$ cat src/rtl/lnst_pkg.sv
// ----------------------------------------------------------------------------
// lnst_pkg
// Shared widths, operation and status codes, register indexes and the slot
// record of the lane neighbor search table.
// ----------------------------------------------------------------------------
package lnst_pkg;

    localparam int unsigned TABLE_SLOTS_DEF = 16;

    localparam int unsigned OP_W       = 3;
    localparam int unsigned ID_W       = 8;
    localparam int unsigned LANE_W     = 3;
    localparam int unsigned POS_W      = 24;
    localparam int unsigned LAT_W      = 12;
    localparam int unsigned SPD_W      = 16;
    localparam int unsigned STAT_W     = 2;
    localparam int unsigned CFG_IDX_W  = 1;
    localparam int unsigned CFG_DATA_W = 24;
    localparam int unsigned WRAP_W     = 27;
    localparam int unsigned LANE_SHIFT = 10;

    localparam logic [OP_W-1:0] OP_UPD_VEH = 3'd0;
    localparam logic [OP_W-1:0] OP_UPD_EGO = 3'd1;
    localparam logic [OP_W-1:0] OP_AHEAD   = 3'd2;
    localparam logic [OP_W-1:0] OP_BEHIND  = 3'd3;
    localparam logic [OP_W-1:0] OP_ADJ     = 3'd4;

    localparam logic [STAT_W-1:0] ST_OK       = 2'd0;
    localparam logic [STAT_W-1:0] ST_FULL     = 2'd1;
    localparam logic [STAT_W-1:0] ST_BAD_LANE = 2'd2;

    localparam logic [CFG_IDX_W-1:0] CFG_TRACK_LEN = 1'd0;
    localparam logic [CFG_IDX_W-1:0] CFG_MAX_LANE  = 1'd1;

    localparam logic [POS_W-1:0]  TRACK_LEN_RST = 24'd1778062;
    localparam logic [LANE_W-1:0] MAX_LANE_RST  = 3'd2;
    localparam logic [LAT_W-1:0]  LAT_LIMIT     = 12'd512;

    typedef struct packed {
        logic [ID_W-1:0]   id;
        logic [LANE_W-1:0] lane;
        logic [POS_W-1:0]  pos;
        logic [LAT_W-1:0]  lat;
        logic [SPD_W-1:0]  speed;
    } t_slot;

    function automatic logic signed [WRAP_W-1:0] to_wrap(input logic [POS_W-1:0] v);
        return $signed({{(WRAP_W - POS_W){1'b0}}, v});
    endfunction

endpackage

$ cat src/rtl/lnst_req_if.sv
// ----------------------------------------------------------------------------
// lnst_req_if
// Request channel: one operation with its vehicle data and search window.
// ----------------------------------------------------------------------------
interface lnst_req_if
    import lnst_pkg::*;
();
    logic                valid;
    logic                ready;
    logic [OP_W-1:0]     operation;
    logic [ID_W-1:0]     vehicle_id;
    logic [LANE_W-1:0]   lane;
    logic [POS_W-1:0]    position_s;
    logic [LAT_W-1:0]    lateral_d;
    logic [SPD_W-1:0]    speed;
    logic [POS_W-1:0]    scan_window;
    logic                check_left;

    modport source (
        output valid, operation, vehicle_id, lane, position_s, lateral_d, speed,
               scan_window, check_left,
        input  ready
    );
    modport sink (
        input  valid, operation, vehicle_id, lane, position_s, lateral_d, speed,
               scan_window, check_left,
        output ready
    );
endinterface

$ cat src/rtl/lnst_rsp_if.sv
// ----------------------------------------------------------------------------
// lnst_rsp_if
// Response channel: search result or update status.
// ----------------------------------------------------------------------------
interface lnst_rsp_if
    import lnst_pkg::*;
();
    logic                valid;
    logic                ready;
    logic                found;
    logic [ID_W-1:0]     found_id;
    logic [LANE_W-1:0]   found_lane;
    logic [POS_W-1:0]    found_s;
    logic [LAT_W-1:0]    found_d;
    logic [SPD_W-1:0]    found_speed;
    logic [STAT_W-1:0]   status;

    modport source (
        output valid, found, found_id, found_lane, found_s, found_d, found_speed,
               status,
        input  ready
    );
    modport sink (
        input  valid, found, found_id, found_lane, found_s, found_d, found_speed,
               status,
        output ready
    );
endinterface

$ cat src/rtl/lnst_slot_table.sv
// ----------------------------------------------------------------------------
// lnst_slot_table
// Vehicle slot memory with one registered read port and one write port,
// plus a valid bit per slot cleared by reset.
// ----------------------------------------------------------------------------
module lnst_slot_table
    import lnst_pkg::*;
#(
    parameter int unsigned TABLE_SLOTS = TABLE_SLOTS_DEF
) (
    input  logic                           i_clk,
    input  logic                           i_rst_n,
    input  logic                           i_rd_en,
    input  logic [$clog2(TABLE_SLOTS)-1:0] i_rd_addr,
    output t_slot                          o_rd_ent,
    output logic                           o_rd_vbit,
    input  logic                           i_wr_en,
    input  logic [$clog2(TABLE_SLOTS)-1:0] i_wr_addr,
    input  t_slot                          i_wr_ent
);

    t_slot                  r_mem [TABLE_SLOTS];
    logic [TABLE_SLOTS-1:0] r_valid;
    t_slot                  r_rd_ent;
    logic                   r_rd_vbit;

    always_ff @(posedge i_clk) begin
        if (i_wr_en) begin
            r_mem[i_wr_addr] <= i_wr_ent;
        end
        if (i_rd_en) begin
            r_rd_ent  <= r_mem[i_rd_addr];
            r_rd_vbit <= r_valid[i_rd_addr];
        end
    end

    always_ff @(posedge i_clk) begin
        if (!i_rst_n) begin
            r_valid <= '0;
        end else if (i_wr_en) begin
            r_valid[i_wr_addr] <= 1'b1;
        end
    end

    assign o_rd_ent  = r_rd_ent;
    assign o_rd_vbit = r_rd_vbit;

endmodule

$ cat src/rtl/lane_neighbor_search_table.sv
// ----------------------------------------------------------------------------
// lane_neighbor_search_table
// Table of tracked vehicles with nearest-neighbor lane searches on a
// circular track.
// Usage:
//   i_req carries one request per valid/ready handshake: update a vehicle,
//   update the ego vehicle, search ahead or behind in a lane, or search ahead
//   in the lane left or right of the ego vehicle. o_rsp returns exactly one
//   response per request, in order, held in an output register.
//   The configuration port (i_cfg_we, i_cfg_idx, i_cfg_data) writes
//   track_length (index 0) or max_lane (index 1); write only while idle.
//   Vehicle updates and searches walk every slot of the table memory once,
//   one read per cycle, through a two-stage compare pipeline. The block is
//   ready for a new request in the same cycle as the response turns valid
//   in the output register. Ego updates, unused codes and bad adjacent
//   lanes skip the scan.
//   One request is in flight at a time; the next may be accepted while the
//   previous response still waits. A stalled receiver holds the response and
//   stops the block only once the next response is ready to be written.
//   Reset empties the table, zeroes the ego position and restores the
//   register defaults; no clearing pass is needed.
// ----------------------------------------------------------------------------
module lane_neighbor_search_table
    import lnst_pkg::*;
#(
    parameter int unsigned TABLE_SLOTS = TABLE_SLOTS_DEF
) (
    input  logic                  i_clk,
    input  logic                  i_rst_n,
    input  logic                  i_cfg_we,
    input  logic [CFG_IDX_W-1:0]  i_cfg_idx,
    input  logic [CFG_DATA_W-1:0] i_cfg_data,
    lnst_req_if.sink              i_req,
    lnst_rsp_if.source            o_rsp
);

    localparam int unsigned IW = $clog2(TABLE_SLOTS);
    localparam int unsigned CW = $clog2(TABLE_SLOTS + 1);
    localparam logic [CW-1:0] LAST_CNT = CW'(TABLE_SLOTS);

    localparam logic [1:0] S_IDLE  = 2'd0;
    localparam logic [1:0] S_SETUP = 2'd1;
    localparam logic [1:0] S_SCAN  = 2'd2;
    localparam logic [1:0] S_DONE  = 2'd3;

    logic [1:0]  r_state;
    logic [1:0]  n_state;

    logic [POS_W-1:0]  r_track_len;
    logic [LANE_W-1:0] r_max_lane;
    logic [POS_W-1:0]  r_ego_pos;
    logic [LAT_W-1:0]  r_ego_lat;

    logic [OP_W-1:0]   r_op;
    logic [ID_W-1:0]   r_id;
    logic [LANE_W-1:0] r_lane;
    logic [POS_W-1:0]  r_pos;
    logic [LAT_W-1:0]  r_lat;
    logic [SPD_W-1:0]  r_spd;
    logic [POS_W-1:0]  r_dist;
    logic              r_left;

    logic                     r_ahead;
    logic                     r_wrap;
    logic signed [WRAP_W-1:0] r_thr;
    logic signed [WRAP_W-1:0] r_bound;
    logic [LANE_W-1:0]        r_srch_lane;
    logic [STAT_W-1:0]        r_status;

    logic [CW-1:0]            r_cnt;
    logic                     r_rd_vld;
    logic [IW-1:0]            r_rd_idx;
    logic                     r_a_vld;
    logic [IW-1:0]            r_a_idx;
    logic                     r_a_hit;
    logic                     r_a_free;
    logic signed [WRAP_W-1:0] r_a_s;
    t_slot                    r_a_ent;

    logic                     r_best_vld;
    logic signed [WRAP_W-1:0] r_best_s;
    t_slot                    r_best_ent;
    logic                     r_match_vld;
    logic [IW-1:0]            r_match_idx;
    logic                     r_free_vld;
    logic [IW-1:0]            r_free_idx;

    logic              r_o_valid;
    logic              r_o_found;
    t_slot             r_o_ent;
    logic [STAT_W-1:0] r_o_status;

    logic signed [WRAP_W-1:0] e_x;
    logic signed [WRAP_W-1:0] t_x;
    logic signed [WRAP_W-1:0] d_x;
    logic signed [WRAP_W-1:0] sum_ed;
    logic                     ahead_su;
    logic                     wrap_su;
    logic signed [WRAP_W-1:0] thr_su;
    logic signed [WRAP_W-1:0] bound_su;
    logic [LANE_W-1:0]        lane_base;
    logic [LANE_W-1:0]        adj_lane;
    logic                     adj_bad;

    logic                     is_upd;
    logic                     rd_en;
    logic                     scan_done;
    t_slot                    rd_ent;
    logic                     rd_vbit;
    logic signed [WRAP_W-1:0] s_x;
    logic signed [WRAP_W-1:0] s_alt;
    logic                     s_move;
    logic signed [WRAP_W-1:0] s_adj;
    logic                     in_win;
    logic                     a_hit;
    logic                     better;

    logic                     wr_en;
    logic [IW-1:0]            wr_addr;
    t_slot                    wr_ent;

    logic                     out_free;
    logic [LAT_W-1:0]         lat_diff;
    logic                     lat_ok;
    logic                     srch_op;
    logic                     found_d;

    // ---------------------------------------------------------------- config
    always_ff @(posedge i_clk) begin
        if (!i_rst_n) begin
            r_track_len <= TRACK_LEN_RST;
            r_max_lane  <= MAX_LANE_RST;
        end else if (i_cfg_we) begin
            case (i_cfg_idx)
                CFG_TRACK_LEN: r_track_len <= i_cfg_data[POS_W-1:0];
                CFG_MAX_LANE:  r_max_lane  <= i_cfg_data[LANE_W-1:0];
                default: ;
            endcase
        end
    end

    // ----------------------------------------------------------------- setup
    assign e_x      = to_wrap(r_ego_pos);
    assign t_x      = to_wrap(r_track_len);
    assign d_x      = to_wrap(r_dist);
    assign sum_ed   = e_x + d_x;
    assign ahead_su = (r_op != OP_BEHIND);
    assign wrap_su  = ahead_su ? (sum_ed > t_x) : (e_x < d_x);
    assign thr_su   = ahead_su ? (sum_ed - t_x) : (t_x + e_x - d_x);
    assign bound_su = ahead_su ? sum_ed : (e_x - d_x);

    assign lane_base = LANE_W'(r_ego_lat >> LANE_SHIFT);
    assign adj_lane  = r_left ? (lane_base - LANE_W'(1)) : (lane_base + LANE_W'(1));
    assign adj_bad   = (r_left && (lane_base == '0)) || (adj_lane > r_max_lane);

    // ------------------------------------------------------------------ scan
    assign is_upd    = (r_op == OP_UPD_VEH);
    assign rd_en     = (r_state == S_SCAN) && (r_cnt < LAST_CNT);
    assign scan_done = (r_state == S_SCAN) && !rd_en && !r_rd_vld && !r_a_vld;

    lnst_slot_table #(
        .TABLE_SLOTS (TABLE_SLOTS)
    ) u_slot_table (
        .i_clk     (i_clk),
        .i_rst_n   (i_rst_n),
        .i_rd_en   (rd_en),
        .i_rd_addr (r_cnt[IW-1:0]),
        .o_rd_ent  (rd_ent),
        .o_rd_vbit (rd_vbit),
        .i_wr_en   (wr_en),
        .i_wr_addr (wr_addr),
        .i_wr_ent  (wr_ent)
    );

    assign s_x    = to_wrap(rd_ent.pos);
    assign s_alt  = r_ahead ? (s_x + t_x) : (s_x - t_x);
    assign s_move = r_wrap && (r_ahead ? (s_x < r_thr) : (s_x > r_thr));
    assign s_adj  = s_move ? s_alt : s_x;
    assign in_win = r_ahead ? ((s_adj > e_x) && (s_adj < r_bound))
                            : ((s_adj < e_x) && (s_adj > r_bound));
    assign a_hit  = is_upd ? (rd_vbit && (rd_ent.id == r_id))
                           : (rd_vbit && (rd_ent.lane == r_srch_lane) && in_win);

    assign better = !r_best_vld
                 || (r_ahead ? (r_a_s < r_best_s) : (r_a_s > r_best_s))
                 || ((r_a_s == r_best_s) && (r_a_ent.id < r_best_ent.id));

    assign wr_en   = scan_done && is_upd && (r_match_vld || r_free_vld);
    assign wr_addr = r_match_vld ? r_match_idx : r_free_idx;
    assign wr_ent  = '{id: r_id, lane: r_lane, pos: r_pos, lat: r_lat, speed: r_spd};

    // ---------------------------------------------------------------- result
    assign out_free = !r_o_valid || o_rsp.ready;
    assign lat_diff = (r_ego_lat >= r_best_ent.lat) ? (r_ego_lat - r_best_ent.lat)
                                                    : (r_best_ent.lat - r_ego_lat);
    assign lat_ok   = (lat_diff <= LAT_LIMIT);
    assign srch_op  = (r_op == OP_AHEAD) || (r_op == OP_BEHIND) || (r_op == OP_ADJ);
    assign found_d  = srch_op && r_best_vld && ((r_op != OP_ADJ) || lat_ok);

    // ----------------------------------------------------------------- state
    always_comb begin
        n_state = r_state;
        case (r_state)
            S_IDLE: begin
                if (i_req.valid) begin
                    n_state = S_SETUP;
                end
            end
            S_SETUP: begin
                case (r_op)
                    OP_UPD_VEH, OP_AHEAD, OP_BEHIND: n_state = S_SCAN;
                    OP_ADJ:  n_state = adj_bad ? S_DONE : S_SCAN;
                    default: n_state = S_DONE;
                endcase
            end
            S_SCAN: begin
                if (scan_done) begin
                    n_state = S_DONE;
                end
            end
            S_DONE: begin
                if (out_free) begin
                    n_state = S_IDLE;
                end
            end
            default: n_state = S_IDLE;
        endcase
    end

    always_ff @(posedge i_clk) begin
        if (!i_rst_n) begin
            r_state     <= S_IDLE;
            r_cnt       <= '0;
            r_rd_vld    <= 1'b0;
            r_a_vld     <= 1'b0;
            r_best_vld  <= 1'b0;
            r_match_vld <= 1'b0;
            r_free_vld  <= 1'b0;
            r_o_valid   <= 1'b0;
            r_ego_pos   <= '0;
            r_ego_lat   <= '0;
        end else begin
            r_state  <= n_state;
            r_rd_vld <= rd_en;
            r_a_vld  <= r_rd_vld;
            if (r_state == S_SETUP) begin
                r_cnt       <= '0;
                r_best_vld  <= 1'b0;
                r_match_vld <= 1'b0;
                r_free_vld  <= 1'b0;
                if (r_op == OP_UPD_EGO) begin
                    r_ego_pos <= r_pos;
                    r_ego_lat <= r_lat;
                end
            end else begin
                if (rd_en) begin
                    r_cnt <= r_cnt + CW'(1);
                end
                if (r_a_vld && !is_upd && r_a_hit && better) begin
                    r_best_vld <= 1'b1;
                end
                if (r_a_vld && is_upd && r_a_hit) begin
                    r_match_vld <= 1'b1;
                end
                if (r_a_vld && is_upd && r_a_free) begin
                    r_free_vld <= 1'b1;
                end
            end
            if ((r_state == S_DONE) && out_free) begin
                r_o_valid <= 1'b1;
            end else if (o_rsp.ready) begin
                r_o_valid <= 1'b0;
            end
        end
    end

    // -------------------------------------------------------------- datapath
    always_ff @(posedge i_clk) begin
        if ((r_state == S_IDLE) && i_req.valid) begin
            r_op   <= i_req.operation;
            r_id   <= i_req.vehicle_id;
            r_lane <= i_req.lane;
            r_pos  <= i_req.position_s;
            r_lat  <= i_req.lateral_d;
            r_spd  <= i_req.speed;
            r_dist <= i_req.scan_window;
            r_left <= i_req.check_left;
        end
        if (r_state == S_SETUP) begin
            r_ahead     <= ahead_su;
            r_wrap      <= wrap_su;
            r_thr       <= thr_su;
            r_bound     <= bound_su;
            r_srch_lane <= (r_op == OP_ADJ) ? adj_lane : r_lane;
            r_status    <= ((r_op == OP_ADJ) && adj_bad) ? ST_BAD_LANE : ST_OK;
        end
        if (scan_done && is_upd && !r_match_vld && !r_free_vld) begin
            r_status <= ST_FULL;
        end

        r_rd_idx <= r_cnt[IW-1:0];
        r_a_idx  <= r_rd_idx;
        r_a_hit  <= a_hit;
        r_a_free <= !rd_vbit;
        r_a_s    <= s_adj;
        r_a_ent  <= rd_ent;

        if (r_a_vld && !is_upd && r_a_hit && better) begin
            r_best_s   <= r_a_s;
            r_best_ent <= r_a_ent;
        end
        if (r_a_vld && is_upd && r_a_hit && !r_match_vld) begin
            r_match_idx <= r_a_idx;
        end
        if (r_a_vld && is_upd && r_a_free && !r_free_vld) begin
            r_free_idx <= r_a_idx;
        end

        if ((r_state == S_DONE) && out_free) begin
            r_o_found  <= found_d;
            r_o_ent    <= found_d ? r_best_ent : '0;
            r_o_status <= r_status;
        end
    end

    assign i_req.ready       = (r_state == S_IDLE);
    assign o_rsp.valid       = r_o_valid;
    assign o_rsp.found       = r_o_found;
    assign o_rsp.found_id    = r_o_ent.id;
    assign o_rsp.found_lane  = r_o_ent.lane;
    assign o_rsp.found_s     = r_o_ent.pos;
    assign o_rsp.found_d     = r_o_ent.lat;
    assign o_rsp.found_speed = r_o_ent.speed;
    assign o_rsp.status      = r_o_status;

endmodule

$ cat src/flat_wrapper.sv
// flat-port wrapper written by rule: the top's interface ports become plain ports
module lane_neighbor_search_table_flat import lnst_pkg::*;
#(
    parameter int unsigned TABLE_SLOTS = TABLE_SLOTS_DEF
)
  (i_clk, i_rst_n, i_cfg_we, i_cfg_idx, i_cfg_data, i_req_valid, i_req_operation, i_req_vehicle_id, i_req_lane, i_req_position_s, i_req_lateral_d, i_req_speed, i_req_scan_window, i_req_check_left, i_req_ready, o_rsp_valid, o_rsp_found, o_rsp_found_id, o_rsp_found_lane, o_rsp_found_s, o_rsp_found_d, o_rsp_found_speed, o_rsp_status, o_rsp_ready);
  lnst_req_if i_req_i ();
  lnst_rsp_if o_rsp_i ();
  input  logic i_clk;
  input  logic i_rst_n;
  input  logic i_cfg_we;
  input  logic [CFG_IDX_W-1:0] i_cfg_idx;
  input  logic [CFG_DATA_W-1:0] i_cfg_data;
  input wire logic [$bits(i_req_i.valid)-1:0] i_req_valid;
  input wire logic [$bits(i_req_i.operation)-1:0] i_req_operation;
  input wire logic [$bits(i_req_i.vehicle_id)-1:0] i_req_vehicle_id;
  input wire logic [$bits(i_req_i.lane)-1:0] i_req_lane;
  input wire logic [$bits(i_req_i.position_s)-1:0] i_req_position_s;
  input wire logic [$bits(i_req_i.lateral_d)-1:0] i_req_lateral_d;
  input wire logic [$bits(i_req_i.speed)-1:0] i_req_speed;
  input wire logic [$bits(i_req_i.scan_window)-1:0] i_req_scan_window;
  input wire logic [$bits(i_req_i.check_left)-1:0] i_req_check_left;
  output wire logic [$bits(i_req_i.ready)-1:0] i_req_ready;
  output wire logic [$bits(o_rsp_i.valid)-1:0] o_rsp_valid;
  output wire logic [$bits(o_rsp_i.found)-1:0] o_rsp_found;
  output wire logic [$bits(o_rsp_i.found_id)-1:0] o_rsp_found_id;
  output wire logic [$bits(o_rsp_i.found_lane)-1:0] o_rsp_found_lane;
  output wire logic [$bits(o_rsp_i.found_s)-1:0] o_rsp_found_s;
  output wire logic [$bits(o_rsp_i.found_d)-1:0] o_rsp_found_d;
  output wire logic [$bits(o_rsp_i.found_speed)-1:0] o_rsp_found_speed;
  output wire logic [$bits(o_rsp_i.status)-1:0] o_rsp_status;
  input wire logic [$bits(o_rsp_i.ready)-1:0] o_rsp_ready;
  assign i_req_i.valid = i_req_valid;
  assign i_req_i.operation = i_req_operation;
  assign i_req_i.vehicle_id = i_req_vehicle_id;
  assign i_req_i.lane = i_req_lane;
  assign i_req_i.position_s = i_req_position_s;
  assign i_req_i.lateral_d = i_req_lateral_d;
  assign i_req_i.speed = i_req_speed;
  assign i_req_i.scan_window = i_req_scan_window;
  assign i_req_i.check_left = i_req_check_left;
  assign i_req_ready = i_req_i.ready;
  assign o_rsp_valid = o_rsp_i.valid;
  assign o_rsp_found = o_rsp_i.found;
  assign o_rsp_found_id = o_rsp_i.found_id;
  assign o_rsp_found_lane = o_rsp_i.found_lane;
  assign o_rsp_found_s = o_rsp_i.found_s;
  assign o_rsp_found_d = o_rsp_i.found_d;
  assign o_rsp_found_speed = o_rsp_i.found_speed;
  assign o_rsp_status = o_rsp_i.status;
  assign o_rsp_i.ready = o_rsp_ready;
  lane_neighbor_search_table #(.TABLE_SLOTS(TABLE_SLOTS)) u_core (.i_clk(i_clk), .i_rst_n(i_rst_n), .i_cfg_we(i_cfg_we), .i_cfg_idx(i_cfg_idx), .i_cfg_data(i_cfg_data), .i_req(i_req_i), .o_rsp(o_rsp_i));
endmodule
$ cat config.mk
export PLATFORM = sky130hd
export DESIGN_NAME = lane_neighbor_search_table_flat
export DESIGN_NICKNAME = d
export VERILOG_FILES = /design/src/rtl/lnst_pkg.sv /design/src/rtl/lnst_req_if.sv /design/src/rtl/lnst_rsp_if.sv /design/src/rtl/lnst_slot_table.sv /design/src/rtl/lane_neighbor_search_table.sv /design/src/flat_wrapper.sv
export SDC_FILE = /design/constraint.sdc
export NUM_CORES = 2
export LEC_CHECK = 0
export ABC_AREA = 1
export BUFFER_PORTS_ARGS = -buffer_cell sky130_fd_sc_hd__buf_2
export CAP_MARGIN = 20
export CORE_AREA = 2 2 357 359
export CTS_CLUSTER_DIAMETER = 150
export CTS_CLUSTER_SIZE = 40
export DETAILED_ROUTE_END_ITERATION = 8
export DIE_AREA = 0 0 359 361
export PLACE_DENSITY = 0.75
export SETUP_SLACK_MARGIN = 0.2
export SYNTH_ARGS = -nofsm -noshare
export SYNTH_HDL_FRONTEND = slang
export SYNTH_SLANG_ARGS = --single-unit
$ cat constraint.sdc
create_clock -name i_clk -period 4.9 [get_ports i_clk]
set_input_delay 0.735 -clock i_clk [delete_from_list [all_inputs] [get_ports i_clk]]
set_output_delay 0.735 -clock i_clk [all_outputs]
set_load 0.02 [all_outputs]
==> results.txt <==
----------------------------------------------------
[Status]
  Run status ... completed

[Synth]
  Number of different library cells in the post-synthesis netlist ... 56
  Yosys warns ... 0
  Synthesized area divided by synthesized cell count ... between 10 and 15 sq um
  Asr flop ratio synth ... 0%
  Number of enable-type register cells in the synthesized netlist ... between 1000 and 1500
  Synth Instances ... 6039
  Sequential fraction of the synthesis area ... 65.04%
  Synth Flop Type ... sky130_fd_sc_hd__edfxtp_1
  Synthesized Nets ... 6474
  Mapped Area ... approximately 0.07 sq mm
  #FFs+latches synth ... about 1600

[Die]
  IO Count ... ~190
  Initial cell density of the core ... a little under three fifths
  Area of the core ... between 0.1 and 0.15 sq mm
  Site Rows ... 130
  Die H ... between 300 and 400 um
  Floorplan die width ... between 300 and 400 um
  Total die area ... approximately 0.13 sq mm

[Critical path]
  Crit Path Class ... flip-flop to flip-flop
  Crit path capture type ... flip-flop
  CP arrival ... 5.23 ns
  Highest cell delay on the worst timing path ... about 0.53 ns
  Most used cell, CP ... sky130_fd_sc_hd__nand2_1
  Worst path slowest cell ... sky130_fd_sc_hd__edfxtp_1
  Peak fanout along the critical path ... 24
  Launching element type of the critical path ... flip-flop
  Data required, critical path ... roughly 5.5 ns

[Pwr]
  Switching power summed over all nets ... 12480 uW
  Internal power component ... 21790 uW
  VDD IR max ... approximately 0.43 mV
  Fraction of power spent switching nets ... 36.41%
  Part of the power in the clock network ... between 10% and 20%
  Share of power burned in combinational logic ... ~31%
  Leakage power summed over all cells ... between 0.02 and 0.03 uW
  Areal power density over the cells ... ~460 mW/mm^2
  Seq pwr share ... about half

[Timing]
  Final critical delay including setup and external delays ... about 4.6 ns
  Fmax achieved ... between 0.2 and 0.25 GHz
  Total Neg Setup Slack ... 0 ns
  Max Clock Skew ... roughly 0.078 ns
  Actual slew at the worst max-slew pin ... roughly 1.2 ns
  Final count of pins violating max slew ... 0
  Period utilisation layout ... a little over nine tenths
  Unrepaired setup endpoints after global routing ... true
  Slew margin rel. ... about 23%
  Setup Viol. Count Final ... 0
  Final Hold Viols ... 0

[Cells and area]
  NumNets Final ... 6559
  Layout area overhead ... 6.901%
  Antenna fix cells ... 0
  Proportion of layout cells with a drive suffix above 1 ... under 10%
  Non-filler cells in the finished layout ... 7813

[Clock network]
  Num Clock Sinks ... 1577
  TritonCTS clock tree ... done
  Latest clock arrival within the worst-skew pair ... 0.73 ns
  Register clock-pin slew on the reported worst setup and hold paths ... 0.14 ns
  Root buffer cell ... sky130_fd_sc_hd__clkbuf_16
  Clock buffers created by TritonCTS ... between 40 and 50
  Max H-tree Level ... 2
  Buffer levels on the longest clock path ... 3

[Detailed routing]
  Count of nets left with antenna violations after detail routing ... 0
  Number of optimization iterations in the first detailed-route pass ... 7
  Top layer used by detailed routing ... met5
  Met2 wirelength from detailed routing ... between 80 and 90 mm
  Count of unresolved DRC violations after routing ... 0
  Detailed-route vias per instance ... ~6.1
  Total met3 wirelength after detailed routing ... roughly 18 mm
  Sum of routed wire segments on met1 ... between 80 and 90 mm
  Average detailed-routed wire length per instance ... about 25 um
  Starting DRT DRC Count ... between 6000 and 7000
  Post-Route WL ... 196.0 mm
  Number of vias after detailed routing ... ~47000

[Global route]
  Antenna violations before repair ... 10
  Pin count of the biggest net entering global routing ... 158
  GR Util All Layers ... 29.47%
  Number of global-route vias before repair ... between 40000 and 50000
  Global-route wire length before repair ... between 200 and 300 mm
  Total grt overflow ... 0

[Place]
  Final estimated routing congestion in global placement ... about 0.98
  Placed cells ... roughly 7700
  HPWL reported at the end of detailed placement ... 130.5 mm
  Buffers on Ports ... 188

[Flow run]
  Count of maximum capacitance violations ... 0

[Hold path]
  Type of the tightest min-delay check ... primary input to flip-flop

----------------------------------------------------
layer usage:
| metal | up-vias | global-route usage, % |
|---|---|---|
| met4 | 2 | 8.439 |
| met5 | - | 0 |
| li1 | 21590 | - |
| met3 | 262 | 4.080 |
| met1 | 23330 | 43.00 |
| met2 | 2266 | 46.47 |
cells in the mapped netlist (all sizes together) (23+ instances only):
master,number,share of area [%]
a21oi,318,2.3
edfxtp,1384,60
nor3,36,0.26
mux2i,108,1.5
nor2,868,4.9
ha,306,5.5
o21ai,505,3.6
nand4,31,0.28
nand2,745,4.0
dfxtp,193,5.5
inv,499,2.7
o21bai,28,0.31
xnor2,23,0.29
buf,47,0.38
o32ai,150,1.9
clkbuf,215,1.2
o211ai,40,0.43
xor2,94,1.2
nand3,224,1.6
o221ai,107,1.3
state kept, by name, indices dropped and copies added (netlist names), 5 cells and up:
signal / flops
u_core.r_a_ent: 63
u_core.o_rsp.found_d: 12
u_core.r_cnt: 5
u_core.r_spd: 16
u_core.u_slot_table.o_rd_ent: 63
u_core.r_a_s: 26
u_core.o_rsp.found_s: 24
u_core.r_best_s: 26
u_core.r_ego_lat: 12
u_core.r_ego_pos: 24
u_core.o_rsp.found_speed: 16
u_core.r_dist: 24
u_core.r_pos: 24
u_core.r_bound: 26
u_core.r_track_len: 24
u_core.o_rsp.found_id: 8
u_core.u_slot_table.r_mem: 1008
u_core.r_thr: 27
u_core.r_lat: 12
u_core.r_best_ent: 63
u_core.r_id: 8
u_core.u_slot_table.r_valid: 16
final cells by class:
| type | instances | area (sq um) |
|---|---|---|
| tap | 1650 | 2064 |
| clock buffer | 78 | 1314 |
| inverter | 501 | 1896 |
| fill | 10110 | 50750 |
| sequential | 1577 | 45440 |
| timing repair buffer | 298 | 2008 |
| multi-input combinational | 3699 | 21750 |
| clock inverter | 10 | 187.7 |
power groups by stage:
stage               Sequential (uW)  Clock [uW]  Combinational [uW]
floorplan                     17400           0                7110
global placement              17900           0               10300
detailed placement            17900           0               10400
CTS                           17600        5920               10500
global route                  17800        6310               11800
finish                        17700        5850               10700
final timing paths:
| path | endpoint | slack (ns) | start | cells past startpoint |
|---|---|---|---|---|
| max | u_core.r_a_hit$_DFF_P_ | 0.30 | u_core.u_slot_table.o_rd_ent[35]$_DFFE_PP_ | 26 |
| min | u_core.r_spd[1]$_DFFE_PP_ | 0.17 | i_req_speed[1] | 1 |
| max reg2reg | u_core.r_a_hit$_DFF_P_ | 0.30 | u_core.u_slot_table.o_rd_ent[35]$_DFFE_PP_ | 26 |
| min reg2reg | u_core.r_a_idx[2]$_DFF_P_ | 0.34 | u_core.r_rd_idx[2]$_DFF_P_ | 0 |
what timing repair did:
item	in CTS	in global routing
resized for setup	1	37
setup buffers	0	3
pin swaps	0	2
hold buffers	0	0
setup endpoints to repair	1	12
cloned	0	0
through the flow:
stage	setup WS [ns]	instance area (sq um)	power (uW)	util [%]	hold slack [ns]
after floorplan	0.3186	69840	24490	-	0.3096
final	0.2999	74660	34270	59.53	0.1687
after global routing	0.1544	74660	35880	59.53	0.1422
after detailed placement	0.1440	73000	28380	58.21	0.3147
after global placement	0.1325	73000	28230	58.21	0.3109
after CTS	0.2406	74500	34060	59.41	0.1274
placed cells by master, fill, tap and decap left out, types with 8 or more instances in the layout:
cell type                      n
sky130_fd_sc_hd__inv_1       490
sky130_fd_sc_hd__mux2i_1     108
sky130_fd_sc_hd__fa_1          8
sky130_fd_sc_hd__nand3_1     220
sky130_fd_sc_hd__buf_2       188
sky130_fd_sc_hd__a21oi_1     310
sky130_fd_sc_hd__o32ai_1     150
sky130_fd_sc_hd__a31oi_1      11
sky130_fd_sc_hd__nor3_1       35
sky130_fd_sc_hd__clkbuf_16    48
sky130_fd_sc_hd__buf_12       19
sky130_fd_sc_hd__nor2_1      785
sky130_fd_sc_hd__nor2_4       20
sky130_fd_sc_hd__nor2_2       63
sky130_fd_sc_hd__o21bai_1     27
sky130_fd_sc_hd__o221ai_1    107
sky130_fd_sc_hd__buf_4        90
sky130_fd_sc_hd__o21ai_0     485
sky130_fd_sc_hd__o21a_1       16
sky130_fd_sc_hd__o211ai_1     40
sky130_fd_sc_hd__nand4_1      31
sky130_fd_sc_hd__or2_2        10
sky130_fd_sc_hd__ha_1        303
sky130_fd_sc_hd__dfxtp_1     188
sky130_fd_sc_hd__edfxtp_1   1384
sky130_fd_sc_hd__a21o_1       15
sky130_fd_sc_hd__clkbuf_1     30
sky130_fd_sc_hd__o21ai_1      18
sky130_fd_sc_hd__xor2_1       94
sky130_fd_sc_hd__nand2_1     742
sky130_fd_sc_hd__xnor2_1      23
critical path, delay by kind of cell, from the launching register on:
kind	cells	cell delay [ns]
compound gates	3	0.73
xor+xnor	1	0.20
fa+ha+maj	2	0.63
buf+inv	3	0.52
flops	1	0.53
simple gates	17	1.88
kinds of logic after synthesis:
| logic type | share of synthesized area (%) |
|---|---|
| AO/OA/AOI/OAI | 10.66 |
| XOR/XNOR | 1.467 |
| adder cells (fa/ha/maj) | 5.712 |
| buffers and inverters | 4.228 |
| flip-flops | 65.04 |
| multiplexers | 1.548 |
| AND/OR/NAND/NOR | 11.34 |
Power figures use the tool's default switching activity.
